### config.mk
export PLATFORM = sky130hd
export DESIGN_NAME = char_lcd_write_sequencer
export DESIGN_NICKNAME = d
export VERILOG_FILES = /design/src/clws_pkg.sv /design/src/char_lcd_write_sequencer.sv /design/src/clws_fifo.sv /design/src/clws_front.sv /design/src/clws_back.sv
export VERILOG_INCLUDE_DIRS = /design/src /design/src/src
export SDC_FILE = /design/constraint.sdc
export NUM_CORES = 1
export LEC_CHECK = 0
export BUFFER_PORTS_ARGS = -buffer_cell sky130_fd_sc_hd__buf_2
export CORE_MARGIN = 2
export CORE_UTILIZATION = 60
export DETAILED_ROUTE_END_ITERATION = 12
export PLACE_DENSITY = 0.84
export SYNTH_ARGS = -nofsm -noshare
export SYNTH_HDL_FRONTEND = slang
export SYNTH_SLANG_ARGS = --single-unit
### constraint.sdc
create_clock -name i_clk -period 9.6 [get_ports i_clk]
set_input_delay 0.48 -clock i_clk [delete_from_list [all_inputs] [get_ports i_clk]]
set_output_delay 0.48 -clock i_clk [all_outputs]
set_load 0.01 [all_outputs]
### src/assert_macros.svh
// Assertion macros shared by the sequencer modules.
// Depends on nothing; the checks compile away when SYNTH is defined.
`ifndef ASSERT_MACROS_SVH
`define ASSERT_MACROS_SVH
`ifndef SYNTH
// The consequent must hold in the same cycle as the antecedent.
`define ASSERT_IMPLIES(lbl, clk, rst_n, ante, cons, msg) \
    lbl: assert property (@(posedge clk) disable iff (!rst_n) (ante) |-> (cons)) else $error(msg);
// The consequent must hold in the cycle after the antecedent.
`define ASSERT_NEXT(lbl, clk, rst_n, ante, cons, msg) \
    lbl: assert property (@(posedge clk) disable iff (!rst_n) (ante) |=> (cons)) else $error(msg);
`else
`define ASSERT_IMPLIES(lbl, clk, rst_n, ante, cons, msg)
`define ASSERT_NEXT(lbl, clk, rst_n, ante, cons, msg)
`endif
`endif

### src/clws_pkg.sv
// Types and constants of the character-LCD write sequencer.
// Depends on nothing; used by the front, back and top-level modules.
package clws_pkg;

    // Request kinds.
    localparam logic [2:0] KIND_CMD   = 3'd0;
    localparam logic [2:0] KIND_DATA  = 3'd1;
    localparam logic [2:0] KIND_GOTO  = 3'd2;
    localparam logic [2:0] KIND_INIT  = 3'd3;
    localparam logic [2:0] KIND_NUM   = 3'd4;
    localparam logic [2:0] KIND_GLYPH = 3'd5;

    // Controller command bytes and character constants.
    localparam logic [7:0] ROW1_OFFSET     = 8'h40;
    localparam logic [7:0] INIT_FUNC_SET   = 8'h38;
    localparam logic [7:0] INIT_DISPLAY_ON = 8'h0C;
    localparam logic [7:0] INIT_CLEAR      = 8'h01;
    localparam logic [7:0] INIT_NIB_A      = 8'h02;
    localparam logic [7:0] INIT_NIB_B      = 8'h08;
    localparam logic [7:0] SET_DDRAM       = 8'h80;
    localparam logic [7:0] SET_CGRAM       = 8'h40;
    localparam logic [7:0] ASCII_ZERO      = 8'h30;

    // One request transaction.
    typedef struct packed {
        logic [2:0]  kind;
        logic [7:0]  byte_value;
        logic [31:0] number_value;
        logic [5:0]  column;
        logic [1:0]  line;
        logic [2:0]  glyph_slot;
        logic [63:0] glyph_rows;
    } t_req;

    // One result transaction.
    typedef struct packed {
        logic       strobe_res;
        logic       reg_select;
        logic [7:0] bus_value;
        logic       power_up_wait;
        logic       error;
        logic       last;
    } t_res;

    // One byte operation passed from the front to the back.
    typedef struct packed {
        logic       rs;
        logic [7:0] data;
        logic       pwr_wait;
        logic       last;
        logic       err;
        logic       single;
    } t_op;

    typedef enum logic [1:0] {
        ST_IDLE,
        ST_CONV,
        ST_EMIT
    } t_front_state;

endpackage

### src/char_lcd_write_sequencer.sv
// Top level of the character-LCD write sequencer: configuration register and queues.
// Depends on clws_pkg, clws_fifo, clws_front and clws_back.
//
// Each request becomes a run of controller bus strobes, delivered one per cycle
// from the result queue while it is popped: one per byte in eight-bit mode, two
// per byte (high nibble, then low) in four-bit mode, up to 22 for a custom glyph.
// The front stage registers a request, then issues one byte operation per cycle
// while the op queue has room; a number first passes the shift-and-add decimal
// converter, then ten digit positions. A new request is taken once the front has
// issued the last operation of the previous one, while the back stage is still
// draining it. Unknown kinds are dropped without a result. The user must write
// the bus mode register only while idle; the block does not enforce this.
module char_lcd_write_sequencer
    import clws_pkg::*;
#(
    parameter int OP_DEPTH  = 4,
    parameter int RES_DEPTH = 2
) (
    input  logic i_clk,
    input  logic i_rst_n,
    input  logic push,
    input  t_req i_req,
    output logic full,
    output logic empty,
    input  logic pop,
    output t_res o_res,
    input  logic i_cfg_we,
    input  logic i_cfg_wdata
);

    logic r_four_bit;
    t_op  front_op;
    logic front_push;
    logic op_full;
    t_op  back_op;
    logic op_empty;
    logic op_pop;
    logic res_push;
    t_res back_res;
    logic res_full;

    // Bus mode register.
    always_ff @(posedge i_clk) begin
        if (!i_rst_n) begin
            r_four_bit <= 1'b0;
        end else if (i_cfg_we) begin
            r_four_bit <= i_cfg_wdata;
        end
    end

    clws_front u_front (
        .i_clk      (i_clk),
        .i_rst_n    (i_rst_n),
        .i_four_bit (r_four_bit),
        .i_push     (push),
        .i_req      (i_req),
        .o_full     (full),
        .o_op_push  (front_push),
        .o_op       (front_op),
        .i_op_full  (op_full)
    );

    clws_fifo #(
        .WIDTH ($bits(t_op)),
        .DEPTH (OP_DEPTH)
    ) u_op_queue (
        .i_clk   (i_clk),
        .i_rst_n (i_rst_n),
        .i_push  (front_push),
        .i_data  (front_op),
        .o_full  (op_full),
        .i_pop   (op_pop),
        .o_data  (back_op),
        .o_empty (op_empty)
    );

    clws_back u_back (
        .i_clk      (i_clk),
        .i_rst_n    (i_rst_n),
        .i_four_bit (r_four_bit),
        .i_op       (back_op),
        .i_op_valid (!op_empty),
        .o_op_pop   (op_pop),
        .i_res_full (res_full),
        .o_res_push (res_push),
        .o_res      (back_res)
    );

    clws_fifo #(
        .WIDTH ($bits(t_res)),
        .DEPTH (RES_DEPTH)
    ) u_res_queue (
        .i_clk   (i_clk),
        .i_rst_n (i_rst_n),
        .i_push  (res_push),
        .i_data  (back_res),
        .o_full  (res_full),
        .i_pop   (pop),
        .o_data  (o_res),
        .o_empty (empty)
    );

endmodule

### src/clws_fifo.sv
// Small first-in first-out queue of packed words, used between the stages.
// Depends on nothing.
module clws_fifo #(
    parameter int WIDTH = 8,
    parameter int DEPTH = 4
) (
    input  logic             i_clk,
    input  logic             i_rst_n,
    input  logic             i_push,
    input  logic [WIDTH-1:0] i_data,
    output logic             o_full,
    input  logic             i_pop,
    output logic [WIDTH-1:0] o_data,
    output logic             o_empty
);

    localparam int AW = (DEPTH > 1) ? $clog2(DEPTH) : 1;
    localparam int CW = $clog2(DEPTH + 1);

    logic [WIDTH-1:0] r_mem [DEPTH];
    logic [AW-1:0]    r_wr;
    logic [AW-1:0]    r_rd;
    logic [CW-1:0]    r_count;
    logic             do_push;
    logic             do_pop;

    assign o_full  = (r_count == CW'(DEPTH));
    assign o_empty = (r_count == '0);
    assign do_push = i_push && !o_full;
    assign do_pop  = i_pop && !o_empty;
    assign o_data  = r_mem[r_rd];

    // Storage is written at the write pointer.
    always_ff @(posedge i_clk) begin
        if (do_push) begin
            r_mem[r_wr] <= i_data;
        end
    end

    // Pointers and fill count.
    always_ff @(posedge i_clk) begin
        if (!i_rst_n) begin
            r_wr    <= '0;
            r_rd    <= '0;
            r_count <= '0;
        end else begin
            if (do_push) begin
                r_wr <= (r_wr == AW'(DEPTH - 1)) ? '0 : r_wr + 1'b1;
            end
            if (do_pop) begin
                r_rd <= (r_rd == AW'(DEPTH - 1)) ? '0 : r_rd + 1'b1;
            end
            case ({do_push, do_pop})
                2'b10:   r_count <= r_count + 1'b1;
                2'b01:   r_count <= r_count - 1'b1;
                default: r_count <= r_count;
            endcase
        end
    end

endmodule

### src/clws_front.sv
// Front stage: accepts requests, converts numbers to decimal and issues byte operations.
// Depends on clws_pkg and assert_macros.svh.
`include "assert_macros.svh"
module clws_front
    import clws_pkg::*;
(
    input  logic i_clk,
    input  logic i_rst_n,
    input  logic i_four_bit,
    input  logic i_push,
    input  t_req i_req,
    output logic o_full,
    output logic o_op_push,
    output t_op  o_op,
    input  logic i_op_full
);

    t_front_state r_state, n_state;
    t_req         r_req;
    logic [3:0]   r_idx, n_idx;
    logic [4:0]   r_cnt, n_cnt;
    logic [39:0]  r_bcd, n_bcd;
    logic [31:0]  r_bin, n_bin;
    logic [63:0]  r_rows, n_rows;
    logic         r_started, n_started;

    t_op          op;
    logic         op_valid;
    logic         skip;
    logic         advance;
    logic [3:0]   digit;
    logic [7:0]   ddram;
    logic         bad_line;
    logic [39:0]  bcd_adj;

    assign o_full    = (r_state != ST_IDLE);
    assign o_op_push = op_valid;
    assign o_op      = op;
    assign digit     = r_bcd[{r_idx, 2'b00} +: 4];
    assign bad_line  = (r_req.line > 2'd1);
    assign ddram     = ({2'b00, r_req.column} | ((r_req.line == 2'd1) ? ROW1_OFFSET : 8'h00))
                       | SET_DDRAM;

    // Double-dabble correction: each digit of five or more gets three added.
    always_comb begin
        for (int d = 0; d < 10; d++) begin
            bcd_adj[d*4 +: 4] = (r_bcd[d*4 +: 4] >= 4'd5) ? r_bcd[d*4 +: 4] + 4'd3
                                                           : r_bcd[d*4 +: 4];
        end
    end

    // Byte operation for the current step of the request.
    always_comb begin
        op       = '0;
        op_valid = 1'b0;
        skip     = 1'b0;
        if (r_state == ST_EMIT) begin
            op_valid = 1'b1;
            unique case (r_req.kind)
                KIND_CMD: begin
                    op.data = r_req.byte_value;
                    op.last = 1'b1;
                end
                KIND_DATA: begin
                    op.rs   = 1'b1;
                    op.data = r_req.byte_value;
                    op.last = 1'b1;
                end
                KIND_GOTO: begin
                    op.err  = bad_line;
                    op.data = bad_line ? 8'h00 : ddram;
                    op.last = 1'b1;
                end
                KIND_INIT: begin
                    if (i_four_bit) begin
                        case (r_idx)
                            4'd0: begin
                                op.data     = INIT_NIB_A;
                                op.single   = 1'b1;
                                op.pwr_wait = 1'b1;
                            end
                            4'd1: begin
                                op.data   = INIT_NIB_A;
                                op.single = 1'b1;
                            end
                            4'd2: begin
                                op.data   = INIT_NIB_B;
                                op.single = 1'b1;
                            end
                            4'd3: op.data = INIT_DISPLAY_ON;
                            default: begin
                                op.data = INIT_CLEAR;
                                op.last = 1'b1;
                            end
                        endcase
                    end else begin
                        case (r_idx)
                            4'd0: begin
                                op.data     = INIT_FUNC_SET;
                                op.pwr_wait = 1'b1;
                            end
                            4'd1: op.data = INIT_DISPLAY_ON;
                            default: begin
                                op.data = INIT_CLEAR;
                                op.last = 1'b1;
                            end
                        endcase
                    end
                end
                KIND_NUM: begin
                    // Leading zero digits are passed over without an operation.
                    if (digit == 4'd0 && !r_started && r_idx != 4'd0) begin
                        skip     = 1'b1;
                        op_valid = 1'b0;
                    end else begin
                        op.rs   = 1'b1;
                        op.data = ASCII_ZERO | {4'h0, digit};
                        op.last = (r_idx == 4'd0);
                    end
                end
                KIND_GLYPH: begin
                    if (bad_line) begin
                        op.err  = 1'b1;
                        op.last = 1'b1;
                    end else begin
                        case (r_idx)
                            4'd0: op.data = SET_CGRAM | {2'b00, r_req.glyph_slot, 3'b000};
                            4'd9: op.data = ddram;
                            4'd10: begin
                                op.rs   = 1'b1;
                                op.data = {5'b00000, r_req.glyph_slot};
                                op.last = 1'b1;
                            end
                            default: begin
                                op.rs   = 1'b1;
                                op.data = r_rows[7:0];
                            end
                        endcase
                    end
                end
                default: op_valid = 1'b0;
            endcase
        end
    end

    assign advance = skip || (op_valid && !i_op_full);

    // Next state and step registers.
    always_comb begin
        n_state   = r_state;
        n_idx     = r_idx;
        n_cnt     = r_cnt;
        n_bcd     = r_bcd;
        n_bin     = r_bin;
        n_rows    = r_rows;
        n_started = r_started;
        unique case (r_state)
            ST_IDLE: begin
                n_idx     = '0;
                n_cnt     = '0;
                n_bcd     = '0;
                n_bin     = i_req.number_value;
                n_rows    = i_req.glyph_rows;
                n_started = 1'b0;
                if (i_push) begin
                    case (i_req.kind) inside
                        KIND_NUM: n_state = ST_CONV;
                        KIND_CMD, KIND_DATA, KIND_GOTO, KIND_INIT, KIND_GLYPH:
                            n_state = ST_EMIT;
                        default: n_state = ST_IDLE;
                    endcase
                end
            end
            ST_CONV: begin
                // One binary bit enters the decimal digits per cycle.
                n_bcd = {bcd_adj[38:0], r_bin[31]};
                n_bin = {r_bin[30:0], 1'b0};
                n_cnt = r_cnt + 1'b1;
                if (r_cnt == 5'd31) begin
                    n_state = ST_EMIT;
                    n_idx   = 4'd9;
                end
            end
            ST_EMIT: begin
                if (advance) begin
                    if (r_req.kind == KIND_NUM) begin
                        n_idx = r_idx - 1'b1;
                        if (!skip) begin
                            n_started = 1'b1;
                        end
                    end else begin
                        n_idx = r_idx + 1'b1;
                    end
                    if (r_req.kind == KIND_GLYPH && r_idx != 4'd0) begin
                        n_rows = {8'h00, r_rows[63:8]};
                    end
                    if (op_valid && op.last) begin
                        n_state = ST_IDLE;
                    end
                end
            end
            default: n_state = ST_IDLE;
        endcase
    end

    // State register.
    always_ff @(posedge i_clk) begin
        if (!i_rst_n) begin
            r_state <= ST_IDLE;
        end else begin
            r_state <= n_state;
        end
    end

    // Request and work registers.
    always_ff @(posedge i_clk) begin
        if (r_state == ST_IDLE && i_push) begin
            r_req <= i_req;
        end
        r_idx     <= n_idx;
        r_cnt     <= n_cnt;
        r_bcd     <= n_bcd;
        r_bin     <= n_bin;
        r_rows    <= n_rows;
        r_started <= n_started;
    end

    `ASSERT_IMPLIES(a_digit_decimal, i_clk, i_rst_n,
        r_state == ST_EMIT && r_req.kind == KIND_NUM, digit <= 4'd9,
        "Number conversion left a digit above nine.")
    `ASSERT_NEXT(a_conv_done, i_clk, i_rst_n,
        r_state == ST_CONV && r_cnt == 5'd31, r_state == ST_EMIT && r_idx == 4'd9,
        "Conversion did not hand over at the top digit.")
    `ASSERT_NEXT(a_unknown_kind, i_clk, i_rst_n,
        r_state == ST_IDLE && i_push && i_req.kind > KIND_GLYPH, r_state == ST_IDLE,
        "An unknown request kind started work.")

endmodule

### src/clws_back.sv
// Back stage: turns byte operations into bus strobes, split into nibbles in four-bit mode.
// Depends on clws_pkg and assert_macros.svh.
`include "assert_macros.svh"
module clws_back
    import clws_pkg::*;
(
    input  logic i_clk,
    input  logic i_rst_n,
    input  logic i_four_bit,
    input  t_op  i_op,
    input  logic i_op_valid,
    output logic o_op_pop,
    input  logic i_res_full,
    output logic o_res_push,
    output t_res o_res
);

    logic r_phase, n_phase;
    logic split;
    logic done;

    assign split      = i_four_bit && !i_op.single && !i_op.err;
    assign o_res_push = i_op_valid;
    assign done       = i_op_valid && !i_res_full;
    assign o_op_pop   = done && (!split || r_phase);

    // Result fields for the current operation and nibble phase.
    always_comb begin
        o_res = '0;
        if (i_op.err) begin
            o_res.error = 1'b1;
            o_res.last  = 1'b1;
        end else begin
            o_res.strobe_res    = 1'b1;
            o_res.reg_select    = i_op.rs;
            o_res.bus_value     = !split ? i_op.data
                                : (r_phase ? {4'h0, i_op.data[3:0]} : {4'h0, i_op.data[7:4]});
            o_res.power_up_wait = i_op.pwr_wait && (!split || !r_phase);
            o_res.last          = i_op.last && (!split || r_phase);
        end
    end

    // The phase flips on each nibble transaction of a split byte.
    always_comb begin
        n_phase = r_phase;
        if (done && split) begin
            n_phase = !r_phase;
        end
    end

    always_ff @(posedge i_clk) begin
        if (!i_rst_n) begin
            r_phase <= 1'b0;
        end else begin
            r_phase <= n_phase;
        end
    end

    `ASSERT_IMPLIES(a_phase_holds_op, i_clk, i_rst_n, r_phase, i_op_valid && split, "Low nibble pending without its operation.")
    `ASSERT_IMPLIES(a_last_on_low, i_clk, i_rst_n, o_res_push && o_res.last && split, r_phase, "Last marked on a high nibble.")

endmodule
==> results of run 1 <==
## state kept, by name (all words and copies together) (netlist names), named ones only
signal               flops
r_four_bit               1
u_back.r_phase           1
u_front.r_bcd           40
u_front.r_bin           32
u_front.r_cnt            5
u_front.r_idx            4
u_front.r_req           22
u_front.r_rows          64
u_front.r_started        1
u_front.r_state          2
u_op_queue.r_count       3
u_op_queue.r_mem        52
u_op_queue.r_rd          2
u_op_queue.r_wr          2
u_res_queue.r_count      2
u_res_queue.r_mem       26
u_res_queue.r_rd         1
u_res_queue.r_wr         1
## power by group
part           internal [mW]  switching [mW]  total (mW)
registers               1.64           0.184        1.82
logic                  0.441           0.539       0.981
clock network          0.642           0.425        1.07
## layout make-up
class                           count  area share [%]
Clock inverter                     13           0.821
Inverter                           41            1.09
Clock buffer                       37            5.69
Sequential cell                   264            54.6
Antenna cell                        1          0.0176
Multi-Input combinational cell    535            30.3
Timing Repair Buffer              142            5.08
Tap cell                          270            2.38
## worst max-delay path: cells and delay by family (launching register included)
family	cells	cell delay, ps
adder cells (fa/ha/maj)	2	600
multiplexers	1	650
AND/OR/NAND/NOR	3	780
AO/OA/AOI/OAI	3	670
flip-flops	1	840
XOR/XNOR	1	150
buffers and inverters	2	130
## routing by layer
layer,part of all wire [%],GRT usage (%),vias up
met2,49,37.6,293
met5,0,0,-
li1,-,-,3540
met4,2.8,6.54,0
met1,40,27.0,3591
met3,7.8,5.81,54
## path summary, 6_finish.rpt
check | startpoint | depth (start not counted) | slack, ps | end
max | u_front.r_idx[0] | 12 | 5680 | u_op_queue.r_count[2]
min | i_req[73] | 1 | 120 | u_front.r_req[73]
max reg2reg | u_front.r_idx[0] | 12 | 5680 | u_op_queue.r_count[2]
min reg2reg | u_op_queue.r_wr[1] | 2 | 510 | u_op_queue.r_wr[1]
## logic make-up after synthesis
kind of cell	Yosys count	share of synthesized area [%]
flops	264	62.9
xor+xnor	31	2.20
simple gates	209	8.16
fa+ha+maj	39	4.02
compound gates	119	6.16
mux	137	14.2
buf+inv	75	2.35
## cells in the final DEF (no fill, tap or decap), types with 5 or more instances in the layout
cell type,Yosys,routed
edfxtp_1,246,246
buf_2,0,138
mux2_2,101,101
nor2_1,93,92
a21oi_1,51,51
inv_1,40,40
ha_1,38,37
nand2_1,32,31
clkbuf_16,0,30
o21ai_0,19,19
nor2b_1,18,18
dfxtp_1,18,18
nand2b_1,17,17
mux2i_1,17,17
xnor2_1,16,16
xor2_1,15,15
mux4_2,14,14
nor3_1,13,13
and2_1,10,10
a31oi_1,7,7
and3_1,6,6
clkinv_1,0,6
mux4_1,5,5
==> flow_summary.yaml, run 1 <==
cts:
  tritoncts: "yes"
  cts_htree_levels: 1
  clockBufferDepth: 3
  clock-sinks: 264
  cts_setup_buffers: 0
  ctsHoldBuffers: 0
  numCtsBuffers: 27
  insertion_delay_ps: 530
  clockRootBuffer: "clkbuf_16"
  clk_pin_slew_ps: 60
  ctsResizeCount: 0
global_routing:
  grt_max_degree: 73
  grt_pass1_vias: 7637
  grt_pass1_wl_um: 37800
  grt_overflow: 0
  grt_antenna_before_repair: 2
  grt_usage_pct: 21.7
place:
  dp.cells: 1252
  dp_hpwl_um: 15600
  port-buffer-count: 138
  dp_slack_ps: 5690
  gp_congestion: 0.886
  dpl_cell_area_um2: 13300
timing:
  period_minus_slack_ps: 3920
  skew_ps: 16.3
  worst_pin_slew_ps: 1050
  rsz0062_at_grt: "false"
  slew_violations: 0
  worst_slack_ps: 5680
  relSlewSlack_pct: 30.2
  hold_ws_ps: 124
  setup_violations: 0
  timing.setup.tns_ps: 0
  finalCritPeriodShare_pct: 40.9
  hold_viol: 0
  clock.fmax_ghz: 0.255
die:
  coreArea_um2: 20200
  die_area_um2: 21700
  rows: 52
  ios: 139
  fp.dieW_um: 147
  dieHeight_um: 147
  initial_core_util_pct: 61.1
yosys:
  synth.most_common_cell: "edfxtp_1"
  synthTopCellsByCount: "246 x edfxtp_1, 101 x mux2_2, 93 x nor2_1, 51 x a21oi_1, 40 x inv_1"
  seq_area_frac_synth_pct: 62.9
  synth_edf_count: 246
  ys_warn_count: 0
  synth_top_area_share_pct: 59.9
  yosys.area.top_type: "edfxtp_1"
  synth_cell_type_count: 61
  avgSynthCellArea_um2: 14.1
  ys_async_sr_fraction_pct: 0
  ys.flop_type: "edfxtp_1"
  synth_area_um2: 12300
  synth_area_leaders: "edfxtp_1 60%, mux2_2 9.2%, ha_1 3.9%"
  synth_seq_cells: 264
  synth.net_count: 1037
  postSynthCellCount: 874
routing:
  drc_errors: 0
  wl_per_cell_um: 17.8
  vias: 7478
  detail-route-antenna-nets: 0
  dr.pass1.iters: 5
  wirelength_um: 23200
  avgViaCountPerCell: 5.74
  drtIter0Drc: 474
critical_path:
  max_stage_delay_ps: 840
  crit_fanout: 19
  worstSetupStartpointType: "flop"
  cp-end-kind: "flop"
  setup.worst_path.class: "flop to flop"
  crit_slowest_cell: "edfxtp_1"
  worstPathArrival_ps: 4370
  required_ps: 10040
  critical_path.cell_chain: "mux4_1 > a22o_1 > nor4_2 > nand4_2 > o21a_4 > inv_1 > ha_1 > inv_1 > fa_1 > xor2_1 > or3_1 > a21oi_1"
  crit_top_cell: "inv_1"
hold_path:
  min-delay-path-class: "input pin to flop"
final_layout:
  multiInputGateArea_um2: 4300
  final_layout_size_suffix_gt1_share_pct: 30.2
  final_core_util_pct: 70.3
  area_delta_synth_final_pct: 15.1
  layout.nets: 1174
  fillCellCount: 1320
  postLayoutCellArea_um2: 14200
  stdcell_count: 1303
  regArea_um2: 7750
outcome:
  status: "finished, final reports clean"
pwr:
  power.total_mw: 3.87
  vdd_drop_max_mv: 0.213
  power_density_nw_per_um2: 273
  leakage_nw: 5.24
run:
  maxCapViolations: 0
No activity file was read; power rests on OpenSTA's default activity.
==> run 2: changes to the inputs <==
CORE_UTILIZATION = 53   (was 60)
PLACE_DENSITY = 0.79   (was 0.84)
clock period = 3.32 ns   (was 9.6 ns; I/O delays follow)
==> flow_summary.yaml, run 2 (synthesized netlist as in run 1, its figures left out) <==
cts:
  clock-sinks: 264
  clockRootBuffer: "clkbuf_16"
  clk_pin_slew_ps: 60
  insertion_delay_ps: 550
  numCtsBuffers: 28
  cts_htree_levels: 1
  tritoncts: "yes"
  clockBufferDepth: 3
die:
  coreArea_um2: 22700
  initial_core_util_pct: 54.3
  fp.dieW_um: 156
  die_area_um2: 24500
  dieHeight_um: 156
  rows: 55
  ios: 139
outcome:
  status: "finished, final reports clean"
critical_path:
  worstSetupStartpointType: "flop"
  setup.worst_path.class: "flop to flop"
  worstPathArrival_ps: 3640
  crit_fanout: 4
  required_ps: 3780
  cp-end-kind: "flop"
pwr:
  internal_power_mw: 8.21
  switchingPower_mw: 3.58
  leakage_nw: 5.87
  combPwrFrac_pct: 29.3
  seqPwrFrac_pct: 44.2
  switching_share_pct: 30.4
  power.total_mw: 11.8
  power_density_nw_per_um2: 752
  vdd_drop_max_mv: 0.527
  clkPwrFrac_pct: 26.6
final_layout:
  final_cell_mix: "246 x edfxtp_1, 138 x buf_2, 121 x dlygate4sd3_1"
  area_delta_synth_final_pct: 27.3
  layout.nets: 1324
  regMostFlops: "u_front.r_rows"
  largestRegisters: "u_front.r_rows (64), u_op_queue.r_mem (52), u_front.r_bcd (40)"
  fillCellCount: 1469
  final_common_cell: "edfxtp_1"
  largest_register_ffs: 64
  final_layout_size_suffix_gt1_share_pct: 29.9
  postLayoutCellArea_um2: 15700
  final_core_util_pct: 69.1
  antenna_cells: 0
routing:
  vias: 8249
  detail-route-antenna-nets: 0
  drtIter0Drc: 605
  wl_per_cell_um: 18.9
  avgViaCountPerCell: 5.62
  drc_errors: 0
  wirelength_um: 27800
  dr.pass1.iters: 6
place:
  dp_slack_ps: -28.1
  gp_congestion: 0.875
  port-buffer-count: 138
  dpl_cell_area_um2: 13500
  dp_hpwl_um: 16100
global_routing:
  grt_max_degree: 73
  grt_overflow: 0
  grt_usage_pct: 22.5
  grt_pass1_wl_um: 43300
  grt_antenna_before_repair: 0
  grt_pass1_vias: 8431
timing:
  clock.fmax_ghz: 0.314
  worst_pin_slew_ps: 1110
  slew_violations: 0
  relSlewSlack_pct: 25.7
  worst_slack_ps: 138
  skew_ps: 25.1
  finalCritPeriodShare_pct: 95.9
  period_minus_slack_ps: 3180
  hold_viol: 0
  setup_violations: 0
hold_path:
  min-delay-path-class: "input pin to flop"
run:
  maxCapViolations: 0
run 2: cell types whose count changed in the layout (fill, tap and decap cells not counted), moves of 3 or more:
| cell | previous run | this run |
|---|---|---|
| buf_4 | 4 | 26 |
| buf_6 | 0 | 4 |
| clkbuf_8 | 3 | 0 |
| clkinv_2 | 2 | 7 |
| dlygate4sd3_1 | 0 | 121 |
| mux4_1 | 5 | 0 |
| mux4_2 | 14 | 19 |
run 2: final timing paths:
path	from	to	slack, ps	depth (start not counted)
min reg2reg	u_res_queue.r_count[1]	u_res_queue.r_count[1]	510	2
max	u_front.r_idx[0]	u_op_queue.r_count[2]	140	13
max reg2reg	u_front.r_idx[0]	u_op_queue.r_count[2]	140	13
min	pop	u_res_queue.r_rd	130	4
run 2: critical path: stages, from the launching register on:
cell       delay (ps)
edfxtp_1          460
buf_6             170
mux4_2            530
a2bb2oi_2         160
a21oi_2           180
nand4_2           140
o21a_4            250
inv_2              70
ha_4              140
inv_2              40
fa_2              370
xor2_1            160
or3_1             310
a21oi_1           120
run 2: final cells by class:
class	instances	area, µm²	share of cell area [%]
flip-flops and latches	264	7750	49.4
well taps	285	357	2.27
repair buffers	291	2180	13.9
inverters	41	154	0.981
multi-input cells	535	4320	27.5
clock inverters	20	206	1.32
clock buffers	32	716	4.56
run 2: through the flow:
| stage | hold WS (ps) | setup TNS, ps | std cells |
|---|---|---|---|
| finish | 128 | 0 | 1468 |
| detailed placement | 344 | -28.1 | 1291 |
| floorplan | 265 | 0 | 874 |
| CTS | 112 | 0 | 1465 |
| global route | 169 | -6.10 | 1468 |
| global placement | 345 | 0 | 1291 |
run 2: power groups by stage:
stage	Combinational [mW]	Clock, mW	Sequential (mW)
after floorplan	2.31	0	5.06
after global placement	3.04	0	5.17
after detailed placement	3.12	0	5.21
after CTS	3.31	3.17	5.16
after global routing	3.76	3.31	5.28
final	3.45	3.13	5.21
run 2: what timing repair did:
action / 4_1_cts / 5_1_grt
resized for setup: 6 / 13
endpoints found under the hold margin: 122 / 0
setup buffers: 1 / 3
setup endpoints to repair: 1 / 65
pin swaps: 5 / 7
hold buffers: 121 / 0
run 2: metal layers:
layer,share of wire (%),global-route usage (%),vias to the layer above
li1,-,-,3832
met1,40,28.0,4057
met2,51,39.8,299
met3,5.6,3.85,61
met4,2.9,7.86,0
met5,0,0,-
